[src/sv/rfrt_pkg.sv]
package rfrt_pkg;

  localparam int unsigned DefCordicSteps = 16;
  localparam int unsigned DefFracBits    = 16;
  localparam int unsigned TableLen       = 30;
  localparam int unsigned WordW          = 32;

  localparam logic signed [17:0] FullTurn    = 18'sd46080;
  localparam logic signed [17:0] HalfTurn    = 18'sd23040;
  localparam logic signed [17:0] QuarterTurn = 18'sd11520;
  localparam logic signed [33:0] CordicGain  = 34'sd652032874;
  // pi / 23040 in Q62, taken to Q30 by the shift after the multiply
  localparam logic [63:0] RadPerUnit = 64'hC90FDAA22168C234 / 64'd23040;

  typedef enum logic [2:0] {
    ActSetPos = 3'd0,
    ActRotX   = 3'd1,
    ActRotY   = 3'd2,
    ActRotZ   = 3'd3,
    ActFwd    = 3'd4,
    ActBack   = 3'd5,
    ActLeft   = 3'd6,
    ActRight  = 3'd7
  } action_e;

  // commands from the controller to the datapath
  typedef struct packed {
    logic       load;       // capture input word
    logic       angle_prep; // reduce and fold angle
    logic       angle_scale;
    logic       cordic_init;
    logic       cordic_step;
    logic       trig_round;
    logic       mul_a;      // product phase
    logic       mul_b;      // sum, round, write
    logic [1:0] k;          // component index
  } rfrt_cmd_t;

  typedef struct packed {
    logic cordic_done;
  } rfrt_sts_t;

  function automatic logic signed [33:0] atan_q30(input logic [4:0] i);
    logic signed [33:0] r;
    case (i)
      5'd0:  r = 34'sh3243F6A8;
      5'd1:  r = 34'sh1DAC6705;
      5'd2:  r = 34'sh0FADBAFC;
      5'd3:  r = 34'sh07F56EA6;
      5'd4:  r = 34'sh03FEAB76;
      5'd5:  r = 34'sh01FFD55B;
      5'd6:  r = 34'sh00FFFAAA;
      5'd7:  r = 34'sh007FFF55;
      5'd8:  r = 34'sh003FFFEA;
      5'd9:  r = 34'sh001FFFFD;
      5'd10: r = 34'sh000FFFFF;
      5'd11: r = 34'sh0007FFFF;
      5'd12: r = 34'sh0003FFFF;
      5'd13: r = 34'sh0001FFFF;
      5'd14: r = 34'sh0000FFFF;
      5'd15: r = 34'sh00007FFF;
      5'd16: r = 34'sh00003FFF;
      5'd17: r = 34'sh00001FFF;
      5'd18: r = 34'sh00000FFF;
      5'd19: r = 34'sh000007FF;
      5'd20: r = 34'sh000003FF;
      5'd21: r = 34'sh000001FF;
      5'd22: r = 34'sh000000FF;
      5'd23: r = 34'sh0000007F;
      5'd24: r = 34'sh0000003F;
      5'd25: r = 34'sh0000001F;
      5'd26: r = 34'sh0000000F;
      5'd27: r = 34'sh00000008;
      5'd28: r = 34'sh00000004;
      5'd29: r = 34'sh00000002;
      default: r = '0;
    endcase
    return r;
  endfunction

  function automatic logic signed [31:0] sat32(input logic signed [65:0] v);
    if (v > 66'sd2147483647) return 32'sh7FFFFFFF;
    if (v < -66'sd2147483648) return 32'sh80000000;
    return v[31:0];
  endfunction

endpackage

[src/sv/rfrt_ctrl.sv]
module rfrt_ctrl #(
  parameter int unsigned CordicSteps = rfrt_pkg::DefCordicSteps
) (
  input  logic                clk_i,
  input  logic                rst_ni,
  input  logic                in_valid_i,
  output logic                in_ready_o,
  input  logic [2:0]          action_i,
  input  logic                out_busy_i,
  output logic                emit_o,
  output rfrt_pkg::rfrt_cmd_t cmd_o,
  input  rfrt_pkg::rfrt_sts_t sts_i
);
  import rfrt_pkg::*;

  typedef enum logic [3:0] {
    StIdle, StPrep, StScale, StInit, StCordic, StRound,
    StMulA, StMulB, StMoveA, StMoveB, StEmit
  } state_e;

  state_e     state_q;
  logic [1:0] k_q;
  logic       rot_q;

  always_comb begin
    cmd_o             = '0;
    cmd_o.k           = k_q;
    cmd_o.load        = (state_q == StIdle) && in_valid_i && !out_busy_i;
    cmd_o.angle_prep  = (state_q == StPrep);
    cmd_o.angle_scale = (state_q == StScale);
    cmd_o.cordic_init = (state_q == StInit);
    cmd_o.cordic_step = (state_q == StCordic);
    cmd_o.trig_round  = (state_q == StRound);
    cmd_o.mul_a       = (state_q == StMulA) || (state_q == StMoveA);
    cmd_o.mul_b       = (state_q == StMulB) || (state_q == StMoveB);
  end

  assign in_ready_o = (state_q == StIdle) && !out_busy_i;
  assign emit_o     = (state_q == StEmit) && !out_busy_i;

  // sequencer
  always_ff @(posedge clk_i or negedge rst_ni) begin
    if (!rst_ni) begin
      state_q <= StIdle;
      k_q     <= '0;
      rot_q   <= 1'b0;
    end else begin
      case (state_q)
        StIdle: begin
          k_q <= '0;
          if (in_valid_i && !out_busy_i) begin
            rot_q <= 1'b0;
            case (action_e'(action_i))
              ActSetPos: state_q <= StEmit;
              ActRotX, ActRotY, ActRotZ: begin
                rot_q   <= 1'b1;
                state_q <= StPrep;
              end
              default: state_q <= StMoveA;
            endcase
          end
        end
        StPrep:   state_q <= StScale;
        StScale:  state_q <= StInit;
        StInit:   state_q <= StCordic;
        StCordic: if (sts_i.cordic_done) state_q <= StRound;
        StRound:  state_q <= StMulA;
        StMulA:   state_q <= StMulB;
        StMoveA:  state_q <= StMoveB;
        StMulB, StMoveB: begin
          k_q <= k_q + 2'd1;
          if (k_q == 2'd2) state_q <= StEmit;
          else state_q <= rot_q ? StMulA : StMoveA;
        end
        StEmit: if (!out_busy_i) state_q <= StIdle;
        default: state_q <= StIdle;
      endcase
    end
  end

  a_step_only_rot: assert property (@(posedge clk_i) disable iff (!rst_ni)
    (state_q == StCordic) |-> rot_q) else $error("cordic on non rotation");
  a_k_range: assert property (@(posedge clk_i) disable iff (!rst_ni)
    (state_q == StMulB) |-> (k_q != 2'd3)) else $error("component index");
  a_ready_idle: assert property (@(posedge clk_i) disable iff (!rst_ni)
    in_ready_o |-> !emit_o) else $error("ready while emitting");
  a_cordic_len: assert property (@(posedge clk_i) disable iff (!rst_ni)
    $rose(state_q == StCordic) |-> ##1 (state_q == StCordic || CordicSteps <= 1))
    else $error("cordic ended early");
endmodule

[config.mk]
export PLATFORM = sky130hd
export DESIGN_NAME = rfrt_ctrl
export DESIGN_NICKNAME = d
export VERILOG_FILES = /design/src/sv/rfrt_pkg.sv /design/src/sv/rfrt_ctrl.sv
export SDC_FILE = /design/constraint.sdc
export NUM_CORES = 1
export LEC_CHECK = 0
export BUFFER_PORTS_ARGS = -buffer_cell sky130_fd_sc_hd__buf_2
export CORE_MARGIN = 1.5
export CORE_UTILIZATION = 35
export CTS_CLUSTER_SIZE = 10
export DETAILED_ROUTE_END_ITERATION = 16
export GPL_TIMING_DRIVEN = 0
export PLACE_DENSITY_LB_ADDON = 0.2
export RECOVER_POWER = 100
export SYNTH_ARGS = -nofsm -noshare
export SYNTH_HDL_FRONTEND = slang
export SYNTH_SLANG_ARGS = --single-unit
[constraint.sdc]
create_clock -name clk_i -period 2.19 [get_ports clk_i]
set_input_delay 0.438 -clock clk_i [delete_from_list [all_inputs] [get_ports clk_i]]
set_output_delay 0.438 -clock clk_i [all_outputs]
set_load 0.05 [all_outputs]
After elaboration in Yosys (flattened, before gate mapping)
Cells that the tools add are included.
{ "totals": {"ff_bits": 7, "input_bits": 8, "output_inout_bits": 12, "wordCells": 45} }
{ "op_classes": {"n_addsub": 1, "eq_ne": 17, "n_mux": 9, "reduce_logical": 15} }
{ "op_table": {"columns": ["op", "n"], "rows": [
  ["case mux 4 bit (10 select lines)", 1],
  ["two-way mux 4 bit", 5],
  ["equality test 4 x 3 -> 1 bit, second input constant", 4],
  ["equality test 4 bit, second input constant", 3],
  ["equality test 4 x 2 -> 1 bit, second input constant", 2],
  ["case mux 4 bit (2 select lines)", 1],
  ["equality test 3 x 2 -> 1 bit, second input constant", 2],
  ["logical AND 1 bit", 5],
  ["equality test 4 x 1 -> 1 bit, second input constant", 1],
  ["zero test 4 bit", 1],
  ["!= test 2 x 1 -> 1 bit, second input constant", 2],
  ["case mux 2 bit (2 select lines)", 1],
  ["equality test 3 x 1 -> 1 bit, second input constant", 1],
  ["zero test 3 bit", 1],
  ["AND reduction 3 bit", 1],
  ["OR reduction 3 bit", 1],
  ["adder 2 x 1 -> 2 bit, second input constant", 1],
  ["equality test 2 bit, second input constant", 1],
  ["logical OR 1 bit", 2],
  ["!= test 2 bit, second input constant", 1],
  ["AND reduction 2 bit", 1],
  ["nonzero test 2 bit", 1],
  ["OR reduction 2 bit", 1],
  ["zero test 1 bit", 1],
  ["two-way mux 1 bit", 1]
]} }

Longest topological paths before layout
Gate-level depths: netlist of run 1.
{ "logic_depth": {"word_depth": 5, "depth_mapped": 6, "ltp_nobuf": 6} }

Worst setup path after synthesis of run 1
Ideal clock, no wire load.
{ "synth_path": {"path_type": "register to output", "start": "register state_q[1]", "end": "output port cmd_o[7] (netlist bit)", "t_arrival_ns": 1.802, "required_time_ns": 1.752, "slack_ns": -0.050, "path_stages_with_launch": 4, "path_buffers": 1, "cell_sequence": "dfrtp_1 > clkbuf_1 > nand2b_1 > nor3_1"} }
{ "synth_lines": {"columns": ["item", "line", "source"], "rows": [
  ["from (decl)", "rfrt_ctrl.sv:21", "state_e state_q;"],
  ["from (signal assigned)", "rfrt_ctrl.sv:44", "state_q <= StIdle;"],
  ["from (signal assigned)", "rfrt_ctrl.sv:54", "ActSetPos: state_q <= StEmit;"],
  ["from (signal assigned)", "rfrt_ctrl.sv:57", "state_q <= StPrep;"],
  ["to (decl)", "rfrt_ctrl.sv:11", "output rfrt_pkg::rfrt_cmd_t cmd_o,"]
]} }

==> metrics.txt, run 1 <==
Top Layer Used met4; Sequential Power Share 21.5%; DP Wirelength 1.05 mm; multi-input combinational cell area 350 µm²; # clock sinks 7; # setup viols final 0; register area share after synthesis 30.7%; outcome completed; Final Skew 0.00190 ns; fillers 157; Post-synth EDFFs 0; total leakage power 0.000307 µW; antenna violations before repair 0; die area 1880 µm²; syn avg cell area 7.92 µm²; Routed Antenna Nets 0; clock share of power 11.4%; # rows 14; first-pass detailed-route iteration total 4; Pint 457 µW; Mapped Cells 72; DR WL met3 75 µm; PD cells 1470 nW/µm²; Routability Congestion 0.833; proportion of layout cells with a drive suffix above 1 26.0%; unique cell type count in the Yosys netlist 30; #FFs+latches synth 7; Final TNS setup 0 ns; H-tree depth 1; CTS root buffer clkbuf_4; Post-Layout Cell Count 112; Sw Ratio 56.2%; final wirelength 1.36 mm; Wirelength per Cell 12.2 µm; utilization after layout 46.6%; Ports 20; Final Hold Viols 0; 1st-iter DRT viols 7; WL met2 648 µm; Inserted Clock Buffers 3; number of nets in the layout 106; Initial Util 37.4%; Tot Pwr 1040 µW; vias in the first global route 546; Worst Path Arrival 1.65 ns; Worst Hold Class in -> reg; vias per inst 5.39; Final Slew Violations 0; Post-Place Cells 107; Yosys Warn Count 0; most common flop cell mapped by yosys dfrtp_1; RSZ-0062 raised after global routing false; total core area 1520 µm²; drt drc 0; largest net degree at the start of global routing 11; Max Cap Viol 0; Mapped Nets 81; vias 604; Slew HR 60.8%; Area Growth Syn to Fin 24.6%; critical path required time 1.75 ns; min Tclk post-route 2.09 ns; Clock Tree Buf Depth 2; Critical Path Start Type flip-flop; CP endpoint kind primary output; Mapped Area 571 µm²; IO buf count 19; worst-margin pin slew 0.591 ns; Clock Pin Slew Worst Setup and Hold Paths 0.05 ns; n_diodes 0; Sw Pwr 587 µW; Finished Cell Area 711 µm²; global-route wire length before repair 2.32 mm; WS Path Type reg -> out; Post-DP Area 686 µm²; Routed met1 length 615 µm; Register Area 175 µm²; worst skew pair latency 0.25 ns; total track usage 16.9%; worst vdd ir 0.609 mV; grt total ovfl 0; TritonCTS clock tree yes; die width 43.4 µm; ys async rst share 100%; Die Y 43.4 µm; Max Clock Freq 479 MHz; Final Cycle Share 95.3%; Comb power frac 67.1%; crit-path max FO 7
==> per-layer routing <==
metal	up-vias	global-route usage, %
met5	-	0
met4	0	9.09
met3	4	5.00
met2	19	26.3
met1	276	21.1
li1	305	-
==> cell families (layout without fill, tap and decap cells) <==
| group | after synthesis | after routing | synth area share, % |
|---|---|---|---|
| multiplexers | 1 | 1 | 1.75 |
| flip-flops | 7 | 7 | 30.7 |
| AND/OR/NAND/NOR | 36 | 36 | 34.7 |
| buffers and inverters | 7 | 31 | 5.26 |
| AO/OA/AOI/OAI | 20 | 20 | 25.4 |
| adder cells (fa/ha/maj) | 1 | 1 | 2.19 |
==> state kept, by name, indices dropped and copies added (netlist names) <==
signal / flops
state_q: 4
rot_q: 1
k_q: 2
==> cell type report <==
type | count | share of cell area [%]
Buffer | 5 | 3.17
Clock buffer | 4 | 3.70
Inverter | 2 | 1.06
Multi-Input combinational cell | 58 | 49.3
Sequential cell | 7 | 24.6
Tap cell | 16 | 2.82
Timing Repair Buffer | 20 | 15.3
==> path summary, 6_finish.rpt <==
kind	startpoint	to	slack, ns	cells after the start
min	out_busy_i	state_q[1]$_DFFE_PN0P_	0.47	3
max reg2reg	state_q[1]$_DFFE_PN0P_	state_q[1]$_DFFE_PN0P_	0.61	5
min reg2reg	k_q[0]$_DFFE_PN0P_	k_q[0]$_DFFE_PN0P_	0.53	2
max	state_q[1]$_DFFE_PN0P_	cmd_o[9]	0.10	4
min in group asynchronous	rst_ni	state_q[1]$_DFFE_PN0P_	0.61	2
max in group asynchronous	rst_ni	k_q[0]$_DFFE_PN0P_	1.32	2
==> what timing repair did <==
item / in CTS / in global routing
endpoints found under the setup margin: 0 / 2
buffers inserted: 0 / 0
endpoints found under the hold margin: 4 / 0
resized for setup: 0 / 4
hold buffers: 1 / 0
==> synthesized netlist by cell type (2+ instances only) <==
| library cell | instances | share of area (%) |
|---|---|---|
| nor3b_1 | 2 | 2.6 |
| clkbuf_1 | 2 | 1.3 |
| buf_2 | 3 | 2.6 |
| nand2_1 | 6 | 3.9 |
| a21oi_1 | 6 | 5.3 |
| dfrtp_1 | 7 | 31 |
| o21ai_1 | 3 | 2.6 |
| nand2b_1 | 6 | 6.6 |
| o31ai_1 | 3 | 3.9 |
| o21ai_0 | 2 | 1.8 |
| nor2_1 | 10 | 6.6 |
| nor3_1 | 4 | 3.5 |
==> stage by stage <==
step | hold slack, ns | setup WS (ns)
finish | 0.472 | 0.102
global route | 0.474 | 0.00312
CTS | 0.465 | 0.0318
detailed placement | 0.274 | 0.312
global placement | 0.275 | 0.331
floorplan | 0.142 | -0.0499
==> cells in the final DEF, fill, tap and decap left out, types with 2 or more instances in the layout <==
| cell type | netlist | final |
|---|---|---|
| a21oi_1 | 6 | 6 |
| buf_2 | 3 | 10 |
| clkbuf_1 | 2 | 7 |
| clkbuf_2 | 0 | 6 |
| clkbuf_4 | 0 | 4 |
| dfrtp_1 | 7 | 7 |
| nand2_1 | 6 | 6 |
| nand2b_1 | 6 | 6 |
| nor2_1 | 10 | 10 |
| nor3_1 | 4 | 4 |
| nor3b_1 | 2 | 2 |
| o21ai_0 | 2 | 4 |
| o31ai_1 | 3 | 3 |
==> power groups by stage <==
stage | clock (µW) | sequential [µW] | combinational [µW]
floorplan | 0 | 253 | 530
global placement | 0 | 224 | 700
detailed placement | 0 | 227 | 706
CTS | 124 | 225 | 710
global route | 135 | 234 | 764
finish | 119 | 225 | 701
==> worst max-delay path, stage by stage, from the launching register on <==
cell and delay (ns):
dfrtp_1 0.40, or4_1 0.49, buf_2 0.18, nor2_1 0.15
buf_6 0.18
Note: power is estimated with default switching activity, not from simulation.
==> run 2: changes to the inputs <==
GPL_TIMING_DRIVEN = 1   (was 0)
==> run 2 against run 1 <==
Against the previous run:
- wire length grew 9.8%
- die area unchanged
- sequential power is 12% higher
- utilization is 1.2 points lower
- combinational power shrank 4.0%
- critical path type unchanged
==> metrics.txt, run 2 (synthesis gave the netlist of run 1 again) <==
worst-margin pin slew 0.588 ns; CP max stage delay 0.57 ns; Clock Tree Buf Depth 2; commonest non-fill, non-tap cell in the layout nor2_1; Register-to-Register Path Depth 5; Final Skew 0.00459 ns; # setup viols final 0; PD cells 1520 nW/µm²; WS Path Type reg -> out; TritonCTS clock tree yes; worst skew pair latency 0.26 ns; largest net degree at the start of global routing 14; 1st-iter DRT viols 10; vias 601; RSZ-0062 raised after global routing false; Area Growth Syn to Fin 21.3%; Final Cycle Share 96.8%; Top Registers state_q (4), k_q (2), rot_q (1); n_diodes 0; worst reg-to-reg setup slack 0.36 ns; Routed Antenna Nets 0; proportion of layout cells with a drive suffix above 1 26.9%; Max Clock Freq 472 MHz; first-pass detailed-route iteration total 6; Top reg by flops state_q; vias per inst 5.51; H-tree depth 1; outcome completed; crit-path max FO 13; Final Hold Viols 0; die area 1880 µm²; drt drc 0; Worst R2R Start state_q[2]$_DFFE_PN0P_; Max Cap Viol 0; Routability Congestion 0.771; antenna violations before repair 0; CP cell instances or4_1 -> nor2_1 -> clkbuf_4; utilization after layout 45.4%; Worst Path Arrival 1.68 ns; # clock sinks 7; Die Y 43.4 µm; total track usage 18.3%; critical path required time 1.75 ns; PnR worst setup slack 0.0704 ns; Inserted Clock Buffers 3; # rows 14; cts hold-fix bufs 0; Post-Layout Cell Count 109; total leakage power 0.000297 µW; Final Slew Violations 0; Slew HR 60.9%; worst path bufs/invs 1; IO buf count 19; CTS root buffer clkbuf_4; worst hold margin 0.0760 ns; delay-heaviest family, CP simple AND/OR/NAND/NOR gates; grt total ovfl 0; min Tclk post-route 2.12 ns; Clock Pin Slew Worst Setup and Hold Paths 0.06 ns; DP Wirelength 1.11 mm; CP endpoint kind primary output; most frequent cells in the layout nor2_1 (10), buf_2 (8); Ports 20; die width 43.4 µm; Critical Path Start Type flip-flop; r2r endpoint state_q[1]$_DFFE_PN0P_; slowest CP cell or4_1; fillers 165; post-placement worst setup slack 0.294 ns; Initial Util 37.4%; Post-Place Cells 105; Wirelength per Cell 13.7 µm; max reg flops 4; Worst Hold Class in -> async; total core area 1520 µm²; number of nets in the layout 103; vias in the first global route 571; final wirelength 1.50 mm; global-route wire length before repair 2.55 mm; worst vdd ir 0.554 mV
run 2: changes by cell type in the layout (fill, tap and decap cells not counted), sizes merged:
cell	before	now
dlygate4sd3	1	0
clkbuf	17	16
buf	11	10
run 2: worst max-delay path by stage:
stage	startpoint	endpoint	slack (ns)	depth (start not counted)
floorplan	state_q[1]$_DFFE_PN0P_	cmd_o[7]	-0.05	3
global placement	state_q[1]$_DFFE_PN0P_	cmd_o[9]	0.31	3
detailed placement	state_q[1]$_DFFE_PN0P_	cmd_o[9]	0.29	3
CTS	state_q[1]$_DFFE_PN0P_	in_ready_o	0.01	3
global route	state_q[2]$_DFFE_PN0P_	in_ready_o	0.003	3
finish	state_q[2]$_DFFE_PN0P_	in_ready_o	0.07	3
run 2: final cells by class:
cell class / instances / area (µm²) / area share [%]
clock buffer: 4 / 26.3 / 3.80
multi-input combinational: 58 / 350 / 50.6
sequential: 7 / 176 / 25.5
inverter: 2 / 7.51 / 1.08
tap: 16 / 20.0 / 2.89
timing repair buffer: 22 / 111 / 16.1
run 2: report_power, final:
group / switching (µW) / internal (µW) / total [µW] / leakage, µW
logic: 467 / 206 / 673 / 0.000192
registers: 73.0 / 178 / 251 / 0.0000903
clock network: 57.4 / 70.2 / 128 / 0.0000150
run 2: metrics by stage:
step / cell area (µm²) / total power, µW / TNS, ns
floorplan: 571 / 783 / -0.0999
global placement: 686 / 936 / 0
detailed placement: 686 / 941 / 0
CTS: 714 / 1080 / 0
global route: 692 / 1140 / 0
finish: 692 / 1050 / 0
run 2: worst register-to-register path, stage by stage (launching register included):
cell,delay (ns)
dfrtp_1,0.50
or4_1,0.57
clkbuf_1,0.18
nor4_1,0.26
a211oi_1,0.11
o21ai_2,0.13
run 2: layer usage:
metal	share of wire, %	track usage [%]	up-vias
met3	3.6	2.08	2
met5	0	0	-
li1	-	-	299
met4	1.2	7.27	0
met1	45	23.6	283
met2	51	31.3	17
run 2: what timing repair did:
item	4_1_cts	5_1_grt
pin swaps	0	0
resized for setup	1	2
endpoints found under the hold margin	0	0
setup buffers	0	0
endpoints found under the setup margin	1	1
==> run 3: changes to the inputs <==
CORE_AREA = 2 2 39 41   (was default)
CORE_MARGIN = default   (was 1.5)
CORE_UTILIZATION = default   (was 35)
DIE_AREA = 0 0 41 43   (was default)
==> run 3 against run 2 <==
Against the previous run:
- design area is 1.6% higher
- utilization increased by 5.4 points
- register-to-register slack hardly changed
- critical endpoint is now cmd_o[9]
==> metrics.txt, run 3 (synthesis gave the netlist of run 1 again) <==
TritonCTS clock tree yes; most frequent cells in the layout nor2_1 (10), buf_2 (8), clkbuf_1 (7), dfrtp_1 (7), clkbuf_2 (7); Die Y 43 µm; # setup viols final 0; min Tclk post-route 2.13 ns; H-tree depth 1; vias per inst 5.39; Post-Place Cells 106; worst skew pair latency 0.25 ns; Critical Path Start Type flip-flop; total leakage power 0.000299 µW; Max Clock Freq 470 MHz; CP endpoint kind primary output; WS Path Type reg -> out; PnR worst setup slack 0.0602 ns; post-placement worst setup slack 0.335 ns; Routed Antenna Nets 0; total track usage 17.3%; crit-path max FO 13; Max Cap Viol 0; Worst Path Arrival 1.69 ns; Register Area 175 µm²; Ports 20; worst-margin pin slew 0.601 ns; grt total ovfl 0; Inserted Clock Buffers 3; cts hold-fix bufs 0; Worst Hold Class in -> async; Final Cycle Share 97.3%; Final Hold Viols 0; Final Skew 0.00572 ns; commonest non-fill, non-tap cell in the layout nor2_1; Slew HR 60.1%; die area 1760 µm²; Clock Pin Slew Worst Setup and Hold Paths 0.06 ns; Post-Layout Cell Count 110; # clock sinks 7; vias 593; Final Slew Violations 0; critical path required time 1.75 ns; outcome completed; final wirelength 1.35 mm; multi-input combinational cell area 362 µm²; number of nets in the layout 104; worst vdd ir 0.655 mV; global-route wire length before repair 2.16 mm; Wirelength per Cell 12.2 µm; vias in the first global route 493; drt drc 0; 1st-iter DRT viols 13; RSZ-0062 raised after global routing false; Register-to-Register Path Depth 5; fillers 149; Resized Gates After CTS 0; PD cells 1470 nW/µm²; IO buf count 19; Top reg by flops state_q; proportion of layout cells with a drive suffix above 1 25.5%; largest net degree at the start of global routing 14; Initial Util 41.2%; die width 41 µm; # rows 14; Area Growth Syn to Fin 23.2%; Clock Tree Buf Depth 2; Top Registers state_q (4), k_q (2), rot_q (1); CTS root buffer clkbuf_4; max reg flops 4; total core area 1380 µm²; n_diodes 0; first-pass detailed-route iteration total 4; DP Wirelength 1.07 mm; Routability Congestion 0.752; antenna violations before repair 0; post-CTS setup buffers 0
run 3: cell types whose count changed in the layout (fill, tap and decap cells not counted):
| cell | delta |
|---|---|
| nor4_4 | +1 |
| o21ai_0 | +2 |
| clkbuf_4 | -1 |
| dfrtp_2 | -1 |
| dfrtp_1 | +1 |
| o21ai_1 | -1 |
| clkbuf_2 | +1 |
| o21ai_2 | -1 |
| clkbuf_1 | +1 |
| nor4_1 | -1 |
run 3: worst paths after layout:
kind / slack, ns / startpoint / endpoint
worst max register to register: 0.37 / state_q[2]$_DFFE_PN0P_ / state_q[1]$_DFFE_PN0P_
worst max-delay path: 0.06 / state_q[2]$_DFFE_PN0P_ / cmd_o[9]
min in group clk_i: 0.49 / out_busy_i / state_q[3]$_DFFE_PN0P_
worst min register to register: 0.51 / rot_q$_DFFE_PN0P_ / rot_q$_DFFE_PN0P_
max in group asynchronous: 1.83 / rst_ni / state_q[1]$_DFFE_PN0P_
worst min-delay path: 0.08 / rst_ni / k_q[1]$_DFFE_PN0P_
run 3: area by class of cell:
class	instances	area share, %
clock buffer	4	3.74
inverter	2	1.07
multi-input combinational	58	51.4
sequential	7	24.9
tap	16	2.85
timing repair buffer	23	16.0
run 3: worst max-delay path, cell delays in order, from the launching register on:
cell and delay, ns:
dfrtp_1 0.49, or4_1 0.57, nor2_1 0.12, buf_2 0.26
run 3: metal layers:
metal	track usage [%]	share of wire (%)
met1	28.9	48
met2	23.4	47
met3	1.57	5.6
met4	4.00	0
met5	0	0
run 3: through the flow:
step	power (µW)	cell area [µm²]	setup TNS, ns	hold slack, ns	utilization (%)
6_report	1030	703	0	0.0797	50.8
5_1_grt	1110	703	0	0.105	50.8
4_1_cts	1070	719	0	0.0149	52.0
3_5_place_dp	953	693	0	0.282	50.1
3_3_place_gp	944	693	0	0.279	50.1
2_1_floorplan	783	571	-0.0999	0.142	-
run 3: where the power goes:
group	internal [µW]	switching (µW)	total, µW
logic	202	481	684
registers	177	57.6	235
clock network	69.4	45.9	115
